## src/design/bdq_pkg.sv

```systemverilog
// bdq_pkg: shared types and constants for the byte deque with word access.
// Field widths, default store depth and the opcode codes. No dependencies.
package bdq_pkg;

  localparam int DEPTH_DEF = 16;

  localparam int OPCODE_W = 3;
  localparam int BYTE_W   = 8;
  localparam int WORD_W   = 16;
  localparam int OFFS_W   = 8;
  localparam int FILL_W   = 5;

  typedef enum logic [OPCODE_W-1:0] {
    OP_PUSH_BACK  = 3'd0,
    OP_POP_BACK   = 3'd1,
    OP_PUSH_FRONT = 3'd2,
    OP_POP_FRONT  = 3'd3,
    OP_FLUSH      = 3'd4,
    OP_WORD_RD    = 3'd5,
    OP_WORD_WR    = 3'd6
  } op_t;

endpackage

```

## src/design/bdq_store.sv

```systemverilog
// bdq_store: circular byte store, two write ports and two registered read ports.
// A word write places both of its bytes in the same cycle.
// Depends on bdq_pkg.
module bdq_store #(
  parameter int DEPTH = bdq_pkg::DEPTH_DEF,
  parameter int AW    = $clog2(DEPTH)
) (
  input  logic                       clk,
  input  logic                       wr_en,
  input  logic [AW-1:0]              wr_addr,
  input  logic [bdq_pkg::BYTE_W-1:0] wr_data,
  input  logic                       wr_hi_en,
  input  logic [AW-1:0]              wr_hi_addr,
  input  logic [bdq_pkg::BYTE_W-1:0] wr_hi_data,
  input  logic                       rd_en,
  input  logic [AW-1:0]              rd_addr_a,
  input  logic [AW-1:0]              rd_addr_b,
  output logic [bdq_pkg::BYTE_W-1:0] rd_data_a,
  output logic [bdq_pkg::BYTE_W-1:0] rd_data_b
);
  import bdq_pkg::*;

  logic [BYTE_W-1:0] mem [DEPTH];

  logic [BYTE_W-1:0] rd_a_r;
  logic [BYTE_W-1:0] rd_b_r;

  // the two write addresses of a word write are adjacent slots, never equal
  always_ff @(posedge clk) begin
    if (wr_en) begin
      mem[wr_addr] <= wr_data;
    end
    if (wr_hi_en) begin
      mem[wr_hi_addr] <= wr_hi_data;
    end
  end

  always_ff @(posedge clk) begin
    if (rd_en) begin
      rd_a_r <= mem[rd_addr_a];
      rd_b_r <= mem[rd_addr_b];
    end
  end

  assign rd_data_a = rd_a_r;
  assign rd_data_b = rd_b_r;

endmodule

```

## src/design/byte_deque_with_word_access_top.sv

```systemverilog
// byte_deque_with_word_access_top: double-ended byte queue with word access.
// Head/count control and result register; storage in bdq_store.
// Depends on bdq_pkg and bdq_store.
//
//   channel | ports                                          | handshake
//   in      | in_opcode in_data_byte in_word_value           | in_valid / in_ready
//           | in_word_offset                                 |
//   out     | out_ok out_out_byte out_out_word out_fill_count| out_valid / out_ready
//
// One transaction per cycle for every opcode unless a held result stalls
// input; the result appears the cycle after acceptance. A word write stores
// both bytes in its accepting cycle through the store's two write ports.
// Synchronous active-low reset empties the deque (head and count to zero).
// A held result stalls input only when out_ready is low.
module byte_deque_with_word_access_top #(
  parameter int DEPTH = bdq_pkg::DEPTH_DEF
) (
  input  logic                         clk,
  input  logic                         rst_n,
  input  logic                         in_valid,
  output logic                         in_ready,
  input  logic [bdq_pkg::OPCODE_W-1:0] in_opcode,
  input  logic [bdq_pkg::BYTE_W-1:0]   in_data_byte,
  input  logic [bdq_pkg::WORD_W-1:0]   in_word_value,
  input  logic [bdq_pkg::OFFS_W-1:0]   in_word_offset,
  output logic                         out_valid,
  input  logic                         out_ready,
  output logic                         out_ok,
  output logic [bdq_pkg::BYTE_W-1:0]   out_out_byte,
  output logic [bdq_pkg::WORD_W-1:0]   out_out_word,
  output logic [bdq_pkg::FILL_W-1:0]   out_fill_count
);
  import bdq_pkg::*;

  localparam int AW   = (DEPTH > 1) ? $clog2(DEPTH) : 1;
  localparam int CW   = $clog2(DEPTH + 1);
  localparam int POSW = OFFS_W + 2;
  localparam int CMPW = (CW > POSW) ? CW : POSW;

  localparam logic [AW:0]   DEPTH_S  = (AW+1)'(DEPTH);
  localparam logic [AW-1:0] LAST_IDX = AW'(DEPTH - 1);
  localparam logic [CW-1:0] FULL_CNT = CW'(DEPTH);

  logic [AW-1:0] head_r, head_nxt;
  logic [CW-1:0] count_r, count_nxt;

  logic              out_valid_r;
  logic              ok_r;
  logic              sel_byte_r;
  logic              sel_word_r;
  logic [FILL_W-1:0] fill_r;

  logic accept;
  logic full, empty, word_ok;
  logic ok, sel_byte, sel_word;

  logic [CMPW-1:0] lo_pos, hi_pos;
  logic [CW-1:0]   cnt_m1;
  logic [AW-1:0]   tail_slot, last_slot, head_m1, head_p1, lo_slot, hi_slot;

  logic              wr_en, wr_hi_en, rd_en;
  logic [AW-1:0]     wr_addr, rd_addr_a;
  logic [BYTE_W-1:0] wr_data;
  logic [BYTE_W-1:0] rd_data_a, rd_data_b;

  // store index of a position counted from the front; pos < DEPTH when used
  function automatic logic [AW-1:0] slot_of(input logic [AW-1:0] head,
                                            input logic [AW-1:0] pos);
    logic [AW:0] sum;
    sum = {1'b0, head} + {1'b0, pos};
    if (sum >= DEPTH_S) begin
      sum = sum - DEPTH_S;
    end
    return sum[AW-1:0];
  endfunction

  assign in_ready = !out_valid_r || out_ready;
  assign accept   = in_valid && in_ready;

  always_comb begin
    full    = (count_r == FULL_CNT);
    empty   = (count_r == '0);
    lo_pos  = CMPW'({in_word_offset, 1'b0});
    hi_pos  = lo_pos + CMPW'(1);
    word_ok = (hi_pos < CMPW'(count_r));
    cnt_m1  = count_r - CW'(1);

    tail_slot = slot_of(head_r, count_r[AW-1:0]);
    last_slot = slot_of(head_r, cnt_m1[AW-1:0]);
    lo_slot   = slot_of(head_r, lo_pos[AW-1:0]);
    hi_slot   = slot_of(head_r, hi_pos[AW-1:0]);
    head_m1   = (head_r == '0) ? LAST_IDX : head_r - AW'(1);
    head_p1   = (head_r == LAST_IDX) ? '0 : head_r + AW'(1);
  end

  always_comb begin
    head_nxt  = head_r;
    count_nxt = count_r;
    ok        = 1'b0;
    sel_byte  = 1'b0;
    sel_word  = 1'b0;
    wr_en     = 1'b0;
    wr_hi_en  = 1'b0;
    wr_addr   = tail_slot;
    wr_data   = in_data_byte;
    rd_addr_a = head_r;
    case (op_t'(in_opcode))
      OP_PUSH_BACK: begin
        if (!full) begin
          ok        = 1'b1;
          wr_en     = 1'b1;
          count_nxt = count_r + CW'(1);
        end
      end
      OP_POP_BACK: begin
        rd_addr_a = last_slot;
        if (!empty) begin
          ok        = 1'b1;
          sel_byte  = 1'b1;
          count_nxt = cnt_m1;
        end
      end
      OP_PUSH_FRONT: begin
        wr_addr = head_m1;
        if (!full) begin
          ok        = 1'b1;
          wr_en     = 1'b1;
          head_nxt  = head_m1;
          count_nxt = count_r + CW'(1);
        end
      end
      OP_POP_FRONT: begin
        if (!empty) begin
          ok        = 1'b1;
          sel_byte  = 1'b1;
          head_nxt  = head_p1;
          count_nxt = cnt_m1;
        end
      end
      OP_FLUSH: begin
        ok        = 1'b1;
        head_nxt  = '0;
        count_nxt = '0;
      end
      OP_WORD_RD: begin
        rd_addr_a = lo_slot;
        if (word_ok) begin
          ok       = 1'b1;
          sel_word = 1'b1;
        end
      end
      OP_WORD_WR: begin
        wr_addr = lo_slot;
        wr_data = in_word_value[BYTE_W-1:0];
        if (word_ok) begin
          ok       = 1'b1;
          wr_en    = 1'b1;
          wr_hi_en = 1'b1;
        end
      end
      default: begin
      end
    endcase
    wr_en    = wr_en && accept;
    wr_hi_en = wr_hi_en && accept;
    rd_en    = accept;
  end

  bdq_store #(
    .DEPTH (DEPTH),
    .AW    (AW)
  ) u_store (
    .clk        (clk),
    .wr_en      (wr_en),
    .wr_addr    (wr_addr),
    .wr_data    (wr_data),
    .wr_hi_en   (wr_hi_en),
    .wr_hi_addr (hi_slot),
    .wr_hi_data (in_word_value[WORD_W-1:BYTE_W]),
    .rd_en      (rd_en),
    .rd_addr_a  (rd_addr_a),
    .rd_addr_b  (hi_slot),
    .rd_data_a  (rd_data_a),
    .rd_data_b  (rd_data_b)
  );

  always_ff @(posedge clk) begin
    if (!rst_n) begin
      head_r      <= '0;
      count_r     <= '0;
      out_valid_r <= 1'b0;
    end else begin
      if (accept) begin
        head_r      <= head_nxt;
        count_r     <= count_nxt;
        out_valid_r <= 1'b1;
      end else if (out_ready) begin
        out_valid_r <= 1'b0;
      end
    end
  end

  always_ff @(posedge clk) begin
    if (accept) begin
      ok_r       <= ok;
      sel_byte_r <= sel_byte;
      sel_word_r <= sel_word;
      fill_r     <= FILL_W'(count_nxt);
    end
  end

  assign out_valid      = out_valid_r;
  assign out_ok         = ok_r;
  assign out_out_byte   = sel_byte_r ? rd_data_a : '0;
  assign out_out_word   = sel_word_r ? {rd_data_b, rd_data_a} : '0;
  assign out_fill_count = fill_r;

endmodule
```

## config.mk

```make
export PLATFORM = sky130hd
export DESIGN_NAME = byte_deque_with_word_access_top
export DESIGN_NICKNAME = d
export VERILOG_FILES = /design/src/design/bdq_pkg.sv /design/src/design/bdq_store.sv /design/src/design/byte_deque_with_word_access_top.sv
export SDC_FILE = /design/constraint.sdc
export NUM_CORES = 1
export LEC_CHECK = 0
export BUFFER_PORTS_ARGS = -buffer_cell sky130_fd_sc_hd__buf_2
export CAP_MARGIN = 20
export CORE_MARGIN = 2
export CORE_UTILIZATION = 52
export CTS_BUF_LIST = sky130_fd_sc_hd__clkbuf_4 sky130_fd_sc_hd__clkbuf_8 sky130_fd_sc_hd__clkbuf_16
export CTS_CLUSTER_DIAMETER = 60
export DETAILED_ROUTE_END_ITERATION = 12
export PLACE_DENSITY = 0.7
export SLEW_MARGIN = 20
export SYNTH_ARGS = -nofsm -noshare
export SYNTH_HDL_FRONTEND = slang
export SYNTH_SLANG_ARGS = --single-unit
export TNS_END_PERCENT = 30
```

## constraint.sdc

```tcl
create_clock -name clk -period 4.31 [get_ports clk]
set_input_delay 0.2155 -clock clk [delete_from_list [all_inputs] [get_ports clk]]
set_output_delay 0.2155 -clock clk [all_outputs]
set_load 0.005 [all_outputs]
```

# --- Word level (Yosys, flattened, before mapping) ---
# Memory sizes are Yosys's and may differ from the RTL's. A register that Yosys moved wholly into a read port is not among the register bits.
# Cells that the tools add are included.
op_classes:
  reduce_logical: 14
  magnitude_cmp: 5
  mux: 29
  eq_ne: 10
  n_addsub: 13
op_table:
  columns: ["op", "n"]
  rows:
  - ["4-bit two-way mux", 8]
  - ["4-bit by 4-bit adder with 5-bit output", 4]
  - ["5-bit >= comparator (second input constant)", 4]
  - ["4-bit by 1-bit subtractor with 4-bit output (second input constant)", 5]
  - ["16-bit two-way mux", 1]
  - ["8-bit two-way mux", 2]
  - ["4-bit one-hot mux with 2 select lines", 2]
  - ["5-bit one-hot mux with 3 select lines", 1]
  - ["4-bit one-hot mux with 3 select lines", 1]
  - ["9-bit by 1-bit adder with 10-bit output (second input constant)", 1]
  - ["10-bit by 5-bit less-than comparator with 1-bit output", 1]
  - ["1-bit two-way mux", 10]
  - ["5-bit two-way mux", 2]
  - ["3-bit equality test (second input constant)", 3]
  - ["3-bit by 2-bit equality test with 1-bit output (second input constant)", 2]
  - ["2-bit OR reduction", 3]
  - ["5-bit by 1-bit adder with 5-bit output (second input constant)", 1]
  - ["5-bit equality test (second input constant)", 1]
  - ["5-bit zero test", 1]
  - ["5-bit by 1-bit subtractor with 5-bit output (second input constant)", 1]
  - ["4-bit by 1-bit adder with 4-bit output (second input constant)", 1]
  - ["4-bit equality test (second input constant)", 1]
  - ["4-bit zero test", 1]
  - ["2-bit inequality test (second input constant)", 2]
  - ["10 further kinds", 12]
totals:
  ramBits: 128
  ff_bits: 18
  in_bits: 39
  out_inout_bits: 32
  n_memories: 1
memory_table:
  columns: ["name", "words", "word_bits", "rd", "rd_clocked_by_memory_dff", "wr", "line_no", "text"]
  rows:
  - ["u_store.mem", 16, 8, 2, 2, 2, "bdq_store.sv:23", "logic [BYTE_W-1:0] mem [DEPTH];"]

# --- Depth between registers and ports, before layout ---
# Gate-level depths: netlist (run 1).
logic_depth:
  word_depth: 7
  mapped_depth: 13
  depth_no_buf: 10

# --- Hierarchy ---
# Synthesis (run 1) repeated with hierarchy kept, for this count alone.
hier_totals:
  hier_cells: 735
  hier_area_um2: 10156.0
modules_own_cells:
  columns: ["module", "cells_per_inst", "area_each_um2", "n_inst"]
  rows:
  - ["bdq_store", 484, 8092.8, 1]
  - ["byte_deque_with_word_access_top", 251, 2063.2, 1]

# --- Worst setup path after synthesis (run 1) ---
# Ideal clock, no wire load.
synth_path:
  kind: "register -> register"
  start: "register head_r[0]"
  end: "memory u_store.mem[1][0], enable pin"
  required_ns: 3.934
  path_slack_ns: 1.164
  setup_ns: 0.376
  stages_incl_launch_ff: 13
  path_buffers: 4
  arrival_ns: 2.770
  path_cell_list: "dfxtp_1 clkbuf_1 buf_2 buf_4 inv_1 ha_1 clkbuf_1 o21bai_1 a21oi_1 nor2_1 o22ai_1 nand2_1 o22ai_1"
synth_lines:
  columns: ["item", "line_no", "text"]
  rows:
  - ["start: declaration", "byte_deque_with_word_access_top.sv:44", "logic [AW-1:0] head_r, head_nxt;"]
  - ["start signal: assignment", "byte_deque_with_word_access_top.sv:194", "head_r <= head_nxt;"]
  - ["end: declaration", "bdq_store.sv:23", null]

# --- Worst setup path after layout (run 1) ---
layout_path:
  start: "register count_r[0]"
  end: "register u_store.rd_a_r[3], in the netlist u_store.rd_data_a[3] (read register of u_store.mem) (data pin)"
layout_via:
  elab_chain_cells: 5
  word_cells_on_any_way: 6
layout_lines:
  columns: ["item", "line_no", "text"]
  rows:
  - ["start: declaration", "byte_deque_with_word_access_top.sv:45", "logic [CW-1:0] count_r, count_nxt;"]
  - ["start signal: assignment", "byte_deque_with_word_access_top.sv:195", "count_r <= count_nxt;"]
  - ["5-bit by 1-bit subtractor with 5-bit output *", "byte_deque_with_word_access_top.sv:86", "cnt_m1 = count_r - CW'(1);"]
  - ["4-bit by 4-bit adder with 5-bit output *", "byte_deque_with_word_access_top.sv:70", "sum = {1'b0, head} + {1'b0, pos};"]
  - ["4-bit by 1-bit subtractor with 4-bit output / 5-bit >= comparator (equally long branches)", "byte_deque_with_word_access_top.sv:72, byte_deque_with_word_access_top.sv:71", null]
  - ["4-bit two-way mux *", "byte_deque_with_word_access_top.sv:71", "if (sum >= DEPTH_S) begin"]
  - ["4-bit one-hot mux with 2 select lines *", "byte_deque_with_word_access_top.sv:107", "case (op_t'(in_opcode))"]
  - ["end: declaration", "bdq_store.sv:25", "logic [BYTE_W-1:0] rd_a_r;"]
# Mark *: on every way between the ends. The rest lies on a longest branch, timed or not.
# A chain may end at the register's enable or synchronous reset.

==> reports/qor.yml, run 1 <==
final_layout:
  design.final.nets: 976
  fin_cells: 1197
  share_of_cells_above_drive_strength_1_pct: 35.38
  fillerInstances: 1646
  final_core_util_pct: 58.53
  fin_area_mm2: 0.01184
  n_antenna_cell: 0
  area_growth_synth_to_finish_pct: 10.20
synth:
  yosysMostFrequentCell: "edfxtp_1"
  yosys_warnings: 0
  netlist-cell-type-count: 70
  async_reset_ff_share_pct: 0
  synth_edf_count: 152
  synth_seq_cells: 162
  syn-num-nets: 942
  post-synth-top-area-fraction_pct: 42.47
  netlist_instances: 880
  ys.flop_type: "edfxtp_1"
  yosysSeqAreaShare_pct: 44.34
  netlist.top_cell.by_area: "edfxtp_1"
  synthesis.area_per_instance_um2: 12.21
  synth_top_cells_by_area: "edfxtp_1, mux2_2, mux4_2"
  synth_common_cells: "edfxtp_1, mux2_2, o21ai_0"
  post_synth_instance_area_mm2: 0.01075
worst_setup_path:
  timing_worst_setup_path_type: "reg -> reg"
  cp_data_arrival_time_ps: 3900
  path_max_fanout: 34
  critical_path.max_stage_delay_ps: 570
  worst_r2r_path_depth: 10
  cp_cell_sequence: "inv_1, ha_1, fa_1, nand2b_1, nand3_2, buf_4, a31oi_1, a22oi_1, a21oi_1, mux2i_1"
  cp_data_required_time_ps: 4450
  timing.critical_path.from_type: "register"
  end_kind: "register"
  worst_path_max_delay_cell: "dfxtp_1"
global_route:
  grt_antenna_before_repair: 1
  grt_overflow_total: 0
  grt.total_usage_pct: 29.12
  first_global_vias: 7547
  largest_net_degree_at_the_start_of_global_routing: 40
  global_route_wire_length_before_repair_um: 47230
timing:
  drv_slew: 0
  timing.slew.headroom_pct: 22.59
  finalClockSkew_ps: 10.41
  totalNegativeSetupSlack_ps: 0
  grt_setup_unrepaired: "false"
  layout_min_cycle_time_ps: 3761
  worstMarginPinSlew_ps: 1161
  timing.final.hold_violations: 0
  timing.hold.ws_ps: 31.21
  period_share_pct: 87.26
  timing.fmax_mhz: 265.9
  final_critical_path_setup_slack_ps: 549.3
  finalSetupViolCount: 0
place:
  portBuffers: 70
  detailedPlace.worstSlack_ps: 690.6
  detailed_place_hpwl_um: 21280
  place.gp.congestion: 0.9584
  detailed_place.area_mm2: 0.01130
  dp_cells: 1165
power:
  powerDensity_mw_per_mm2: 353.0
  clkPwrFrac_pct: 34.5
  power_total_mw: 4.181
  power_frac_comb_pct: 21.9
  leakagePower_nw: 4.007
  share_seq_of_total_power_pct: 43.6
  ir_worst_vdd_v: 0.0003021
  switching_share_pct: 29.59
  internal_portion_of_total_power_mw: 2.944
  power_dissipated_by_switching_net_loads_mw: 1.237
routing:
  via_count: 8171
  drc_errors: 0
  drtPass1Iterations: 6
  route.final.wire_length_um: 31260
  number_of_nets_with_antenna_violations_after_routing: 0
  detail_route.iter0.violations: 1100
  post_detailed_route_via_to_cell_ratio: 6.826
  drt-wirelength-per-cell_um: 26.11
cts:
  cts_root_buffer: "clkbuf_16"
  cts_max_level: 4
  cts-hold-fix-buffers: 0
  tritoncts: "done"
  post_cts_resize_count: 0
  clkSlewWorstSetupHoldPaths_ps: 70
  cts.sinks: 162
  clock_tree.buffer_depth: 2
  tritoncts.num_buffers: 17
  clk_latency_ps: 440
  postCtsSetupBuffers: 0
floorplanning:
  coreArea_mm2: 0.02023
  die_w_um: 147.8
  die-area_mm2: 0.02183
  io-pin-count: 71
  floorplan.rows: 52
  die_y_um: 147.8
  initial_core_util_pct: 53.11
outcome:
  run_status: "complete, no violations"
hold_path:
  worst_min_delay_path_category: "in -> reg"
  hold_depth: 3
run:
  maxCapViolCount: 0
## power groups by stage
stage	clock, mW	sequential, mW	combinational [mW]
2_1_floorplan	0	1.84	0.631
3_3_place_gp	0	1.86	0.876
3_5_place_dp	0	1.86	0.888
4_1_cts	1.45	1.82	0.894
5_1_grt	1.50	1.83	0.973
6_report	1.44	1.82	0.915
## cell usage in the layout, fill, tap and decap left out, types with 7 or more instances in the layout
cell / instances
a21oi_1: 27
a221oi_1: 23
a22oi_1: 8
a31oi_1: 60
and2_1: 25
buf_2: 70
buf_4: 21
clkbuf_16: 17
dfxtp_1: 9
edfxtp_1: 152
ha_1: 19
inv_1: 20
mux2_2: 133
mux2i_1: 10
mux4_2: 40
nand2_1: 24
nand2b_1: 11
nor2_1: 23
nor2_4: 17
nor3_1: 9
o21ai_0: 69
o22ai_1: 17
xnor2_1: 7
xor2_1: 7
## path summary, 6_finish.rpt
path,start,end,slack (ps)
worst max-delay path,count_r[0],u_store.rd_data_a[3],550
worst min register to register,out_valid,out_valid,550
worst max register to register,count_r[0],u_store.rd_data_a[3],550
worst min-delay path,in_valid,out_valid,30
## cells by family after synthesis
family,after synthesis,share of synthesized area [%]
compound gates,251,15.09
mux,189,23.87
flops,162,44.34
simple gates,140,8.010
buf+inv,97,3.842
fa+ha+maj,24,3.050
xor+xnor,17,1.805
## routing by layer
metal,vias to the layer above,share of wire (%),global-route usage (%)
li1,3556,-,-
met1,3967,40,40.14
met2,562,45,44.42
met3,84,11,7.809
met4,2,3.6,10.91
met5,-,0.042,0
## registers in the layout, indices dropped and copies added (netlist names)
| name | flops |
|---|---|
| u_store.rd_data_a | 8 |
| sel_word_r | 1 |
| out_fill_count | 5 |
| out_ok | 1 |
| u_store.rd_data_b | 8 |
| head_r | 4 |
| sel_byte_r | 1 |
| count_r | 5 |
| u_store.mem | 128 |
| out_valid | 1 |
## area by class of cell
class | instances | area, um2 | area share (%)
Multi-Input combinational cell | 621 | 5594 | 47.24
Clock buffer | 17 | 425.4 | 3.592
Timing Repair Buffer | 92 | 528.0 | 4.459
Inverter | 20 | 75.07 | 0.6339
Sequential cell | 162 | 4766 | 40.24
Clock inverter | 15 | 116.4 | 0.9826
Tap cell | 270 | 337.8 | 2.853
## critical path: cells and delay by family (launching register included)
family,cells,cell delay [ps]
AOI/OAI and AO/OA,3,680
adders and majority gates,2,850
buffers and inverters,2,560
DFF,1,570
muxes,1,180
and+or+nand+nor,2,610
(Power assumes the default switching activity.)
==> inputs of run 2 (changes only) <==
--- a/config.mk
+++ b/config.mk
@@ -12,7 +12,7 @@
 export CTS_BUF_LIST = sky130_fd_sc_hd__clkbuf_4 sky130_fd_sc_hd__clkbuf_8 sky130_fd_sc_hd__clkbuf_16
 export CTS_CLUSTER_DIAMETER = 60
 export DETAILED_ROUTE_END_ITERATION = 12
-export PLACE_DENSITY = 0.7
+export PLACE_DENSITY = 0.73
 export SLEW_MARGIN = 20
 export SYNTH_ARGS = -nofsm -noshare
 export SYNTH_HDL_FRONTEND = slang
==> constraint.sdc (replaced) <==
create_clock -name clk -period 3.1 [get_ports clk]
set_input_delay 0.155 -clock clk [delete_from_list [all_inputs] [get_ports clk]]
set_output_delay 0.155 -clock clk [all_outputs]
set_load 0.005 [all_outputs]
==> reports/qor.yml, run 2 (synthesis gave the netlist of run 1 again) <==
outcome:
  run_status: "complete, no violations"
timing:
  timing.final.hold_violations: 0
  totalNegativeSetupSlack_ps: 0
  finalClockSkew_ps: 10.53
  layout_min_cycle_time_ps: 3024
  worstMarginPinSlew_ps: 1036
  period_share_pct: 97.54
  drv_slew: 0
  grt_setup_unrepaired: "true"
  final_critical_path_setup_slack_ps: 76.14
  finalSetupViolCount: 0
  timing.slew.headroom_pct: 30.92
  timing.fmax_mhz: 330.7
routing:
  drt-wirelength-per-cell_um: 25.46
  drc_errors: 0
  drtPass1Iterations: 5
  number_of_nets_with_antenna_violations_after_routing: 0
  post_detailed_route_via_to_cell_ratio: 6.797
  via_count: 8456
  route.final.wire_length_um: 31670
  detail_route.iter0.violations: 1076
place:
  place.gp.congestion: 0.9290
  portBuffers: 70
  dp_cells: 1206
  detailedPlace.worstSlack_ps: 57.80
  detailed_place_hpwl_um: 21600
final_layout:
  fin_cells: 1244
  top_register: "u_store.mem"
  n_antenna_cell: 0
  design.final.nets: 1023
  largest_register_ffs: 128
  share_of_cells_above_drive_strength_1_pct: 39.01
  mostFrequentLayoutCells: "edfxtp_1, mux2_2, buf_2"
  most_frequent_standard_cell_in_the_layout_excluding_fill_and_tap_cells: "edfxtp_1"
  final_core_util_pct: 60.65
  area_growth_synth_to_finish_pct: 14.19
power:
  leakagePower_nw: 4.258
  power_total_mw: 5.824
  ir_worst_vdd_v: 0.0004079
  powerDensity_mw_per_mm2: 474.6
global_route:
  global_route_wire_length_before_repair_um: 48400
  first_global_vias: 8165
  grt.total_usage_pct: 29.55
  grt_antenna_before_repair: 0
  grt_overflow_total: 0
  largest_net_degree_at_the_start_of_global_routing: 60
cts:
  cts_root_buffer: "clkbuf_16"
  tritoncts.num_buffers: 17
  clock_tree.buffer_depth: 2
  cts.sinks: 162
  clkSlewWorstSetupHoldPaths_ps: 70
  tritoncts: "done"
  clk_latency_ps: 430
  cts_max_level: 4
floorplanning:
  die_w_um: 147.8
  floorplan.rows: 52
  die_y_um: 147.8
  initial_core_util_pct: 53.11
  coreArea_mm2: 0.02023
  io-pin-count: 71
  die-area_mm2: 0.02183
worst_setup_path:
  path_max_fanout: 59
  timing_worst_setup_path_type: "reg -> reg"
  worst_path_max_delay_cell: "fa_1"
  cp_data_arrival_time_ps: 3230
  cp_data_required_time_ps: 3300
  critical_path.max_stage_delay_ps: 460
  end_kind: "register"
  worst_path_dominant_cell_family: "adder cells"
  critPathBufInv: 2
  timing.critical_path.from_type: "register"
  cp_cell_sequence: "inv_1, ha_1, fa_1, nand2b_1, and3_1, buf_12, o21ai_0, a221oi_2, nor2_1, mux2i_1"
hold_path:
  worst_min_delay_path_category: "in -> reg"
run:
  maxCapViolCount: 0
==> run 2: timing repair <==
action,CTS,global route
hold endpoints to repair,3,0
gates resized for setup,0,5
setup buffers,0,4
setup endpoints to repair,0,26
hold buffers,2,0
==> run 2: final cells by class <==
| cell class | count | area (um2) |
|---|---|---|
| clock buffers | 18 | 432.9 |
| clock inverters | 14 | 88.84 |
| fillers | 1603 | 7963 |
| inverters | 20 | 75.07 |
| multi-input cells | 621 | 5623 |
| flip-flops and latches | 162 | 4766 |
| well taps | 270 | 337.8 |
| repair buffers | 139 | 948.4 |
==> run 2: path summary, 6_finish.rpt <==
| check | from | endpoint | slack (ps) | cells past startpoint |
|---|---|---|---|---|
| setup / recovery | count_r[0] | u_store.rd_data_a[5] | 80 | 10 |
| hold / removal | out_ready | out_valid | 60 | 3 |
| setup reg to reg | count_r[0] | u_store.rd_data_a[5] | 80 | 10 |
| hold reg to reg | out_valid | out_valid | 550 | 2 |
==> run 2: worst reg2reg max path, delay by kind of cell (launching register included) <==
kind                     cells  cell delay (ps)
adder cells (fa/ha/maj)      2              820
AO/OA/AOI/OAI                2              550
AND/OR/NAND/NOR              3              470
flip-flops                   1              330
multiplexers                 1              320
buffers and inverters        2              310
==> run 2: metrics by stage <==
stage | hold WS (ps) | area, um2
floorplan | 284.5 | 10750
global placement | 413.4 | 11670
detailed placement | 421.4 | 11670
CTS | 41.50 | 12210
global route | 87.62 | 12270
finish | 60.45 | 12270
==> run 2: report_power, final <==
part	internal [mW]	switching [mW]	total (mW)	leakage (nW)
Clock	1.02	0.887	1.91	0.252
Sequential	2.49	0.0294	2.52	1.47
Combinational	0.594	0.803	1.40	2.54
Total	4.10	1.72	5.82	4.26
==> run 2: metal layers <==
metal | vias up | track usage [%] | wire length [um]
met3 | 93 | 8.302 | 3620
li1 | 3655 | - | -
met1 | 4126 | 38.94 | 12180
met5 | - | 0 | 0
met2 | 582 | 46.56 | 14690
met4 | 0 | 11.63 | 1179
==> inputs of run 3 (changes only) <==
--- a/config.mk
+++ b/config.mk
@@ -5,7 +5,8 @@
 export SDC_FILE = /design/constraint.sdc
 export NUM_CORES = 1
 export LEC_CHECK = 0
-export BUFFER_PORTS_ARGS = -buffer_cell sky130_fd_sc_hd__buf_2
+export ABC_AREA = 1
+export BUFFER_PORTS_ARGS = -buffer_cell sky130_fd_sc_hd__buf_4
 export CAP_MARGIN = 20
 export CORE_MARGIN = 2
 export CORE_UTILIZATION = 52
==> reports/qor.yml, run 3 <==
global_route:
  grt_overflow_total: 0
  global_route_wire_length_before_repair_um: 60000
  largest_net_degree_at_the_start_of_global_routing: 68
  grt_antenna_before_repair: 0
  first_global_vias: 10278
  grt.total_usage_pct: 33.89
synth:
  yosysSeqAreaShare_pct: 41.09
  synth_edf_count: 152
  post-synth-top-area-fraction_pct: 39.37
  async_reset_ff_share_pct: 0
  yosysMostFrequentCell: "nand2_1"
  yosys_warnings: 0
  netlist-cell-type-count: 44
  ys.flop_type: "edfxtp_1"
  synthesis.area_per_instance_um2: 7.083
  syn-num-nets: 1699
  synth_seq_cells: 162
  netlist.top_cell.by_area: "edfxtp_1"
  netlist_instances: 1637
  post_synth_instance_area_mm2: 0.01159
  synth_common_cells: "nand2_1, inv_1, nand3_1"
  synth_top_cells_by_area: "edfxtp_1, nand2_1, nand3_1"
timing:
  timing.hold.ws_ps: 205.0
  drv_slew: 0
  final_critical_path_setup_slack_ps: 173.2
  layout_min_cycle_time_ps: 2927
  grt_setup_unrepaired: "false"
  timing.fmax_mhz: 341.7
  period_share_pct: 94.41
  finalClockSkew_ps: 12.25
  worstMarginPinSlew_ps: 896.2
  totalNegativeSetupSlack_ps: 0
  timing.slew.headroom_pct: 40.25
  finalSetupViolCount: 0
  timing.final.hold_violations: 0
place:
  place.gp.congestion: 0.9779
  detailed_place.area_mm2: 0.01242
  detailedPlace.worstSlack_ps: 156.9
  portBuffers: 70
  detailed_place_hpwl_um: 27760
outcome:
  run_status: "complete, no violations"
routing:
  route.final.wire_length_um: 39650
  detail_route.iter0.violations: 1297
  post_detailed_route_via_to_cell_ratio: 5.646
  number_of_nets_with_antenna_violations_after_routing: 0
  via_count: 11191
  drt-wirelength-per-cell_um: 20.01
  drc_errors: 0
  drtPass1Iterations: 8
worst_setup_path:
  cp_data_arrival_time_ps: 3120
  end_kind: "register"
  cp_data_required_time_ps: 3290
  path_max_fanout: 16
  timing_worst_setup_path_type: "reg -> reg"
  timing.critical_path.from_type: "register"
cts:
  cts_root_buffer: "clkbuf_16"
  clock_tree.buffer_depth: 2
  post_cts_resize_count: 0
  tritoncts.num_buffers: 17
  clkSlewWorstSetupHoldPaths_ps: 80
  tritoncts: "done"
  clk_latency_ps: 450
  cts_max_level: 4
  cts.sinks: 162
final_layout:
  fin_area_mm2: 0.01306
  multi_input_area_mm2: 0.005632
  largest_register_ffs: 128
  most_frequent_standard_cell_in_the_layout_excluding_fill_and_tap_cells: "nand2_1"
  share_of_cells_above_drive_strength_1_pct: 12.98
  sequential_cell_area_mm2: 0.004766
  mostFrequentLayoutCells: "nand2_1, inv_1, nand3_1"
  design.final.nets: 1751
  n_antenna_cell: 0
  fillerInstances: 2015
  top_register: "u_store.mem"
  area_growth_synth_to_finish_pct: 12.67
floorplanning:
  initial_core_util_pct: 53.13
  die_y_um: 153.3
  io-pin-count: 71
  die-area_mm2: 0.02351
  floorplan.rows: 54
  die_w_um: 153.3
  coreArea_mm2: 0.02182
power:
  ir_worst_vdd_v: 0.0003599
  leakagePower_nw: 6.554
  internal_portion_of_total_power_mw: 4.271
  power_dissipated_by_switching_net_loads_mw: 2.318
  clkPwrFrac_pct: 33.5
  power_frac_comb_pct: 27.7
  power_total_mw: 6.590
  powerDensity_mw_per_mm2: 504.4
  share_seq_of_total_power_pct: 38.7
  switching_share_pct: 35.18
run:
  maxCapViolCount: 0
hold_path:
  worst_min_delay_path_category: "in -> reg"
[run 3: changes by cell type after synthesis, sizes merged, moves of 25 or more]
cell and change:
inv +190, nand2 +692, mux2 -138, a31oi -59, nand3 +163, mux4 -40, a21oi +53, and2 -25
[run 3: power groups by stage]
stage	Sequential, mW	Combinational [mW]	Clock (mW)
finish	2.55	1.83	2.21
global placement	2.60	1.74	0
floorplan	2.59	1.14	0
detailed placement	2.60	1.75	0
CTS	2.55	1.77	2.19
global route	2.56	1.98	2.28
[run 3: worst paths after layout]
| check | startpoint | end | slack [ps] | cells after the start |
|---|---|---|---|---|
| worst max-delay path | count_r[1] | u_store.rd_data_a[0] | 170 | 10 |
| worst max register to register | count_r[1] | u_store.rd_data_a[0] | 170 | 10 |
| worst min-delay path | in_opcode[2] | sel_word_r | 210 | 3 |
| worst min register to register | out_valid | out_valid | 520 | 2 |
[run 3: kinds of logic after synthesis]
group / count (synthesis) / synth area share, %
adders and majority gates: 23 / 2.741
buffers and inverters: 294 / 10.34
and+or+nand+nor: 967 / 36.78
AOI/OAI and AO/OA: 182 / 8.212
DFF: 162 / 41.09
xor gates and xnor gates: 9 / 0.8418
[run 3: per-stage QoR]
step,util (%),cells
floorplan,-,1637
global placement,56.90,1946
detailed placement,56.90,1946
CTS,59.74,1980
global route,59.86,1982
finish,59.86,1982
[run 3: cell type report]
cell class              instances  area share [%]
multi-input cells            1181           43.11
clock inverters                15           1.322
clock buffers                  17           3.256
well taps                     280           2.682
inverters                     213           6.178
repair buffers                114           6.973
flip-flops and latches        162           36.48
[run 3: metal layers]
| layer | vias up | part of all wire [%] | track usage, % |
|---|---|---|---|
| li1 | 5322 | - | - |
| met1 | 5047 | 39 | 44.70 |
| met2 | 668 | 45 | 53.83 |
| met3 | 154 | 9.5 | 5.245 |
| met4 | 0 | 6.2 | 18.30 |
| met5 | - | 0 | 0 |
[run 3: repair_timing]
action	4_1_cts	5_1_grt
setup endpoints to repair	0	1
hold endpoints to repair	5	0
hold buffers	2	0
setup buffers	0	2
[run 3: critical path, stage by stage (launching register included)]
cell     delay [ps]
dfxtp_1         480
inv_1           140
ha_1            340
fa_1            410
xnor2_1         140
nor2_1          210
nor2_1          100
o21ai_2         350
nand3_1         190
nand3_1         220
nand2_1          70
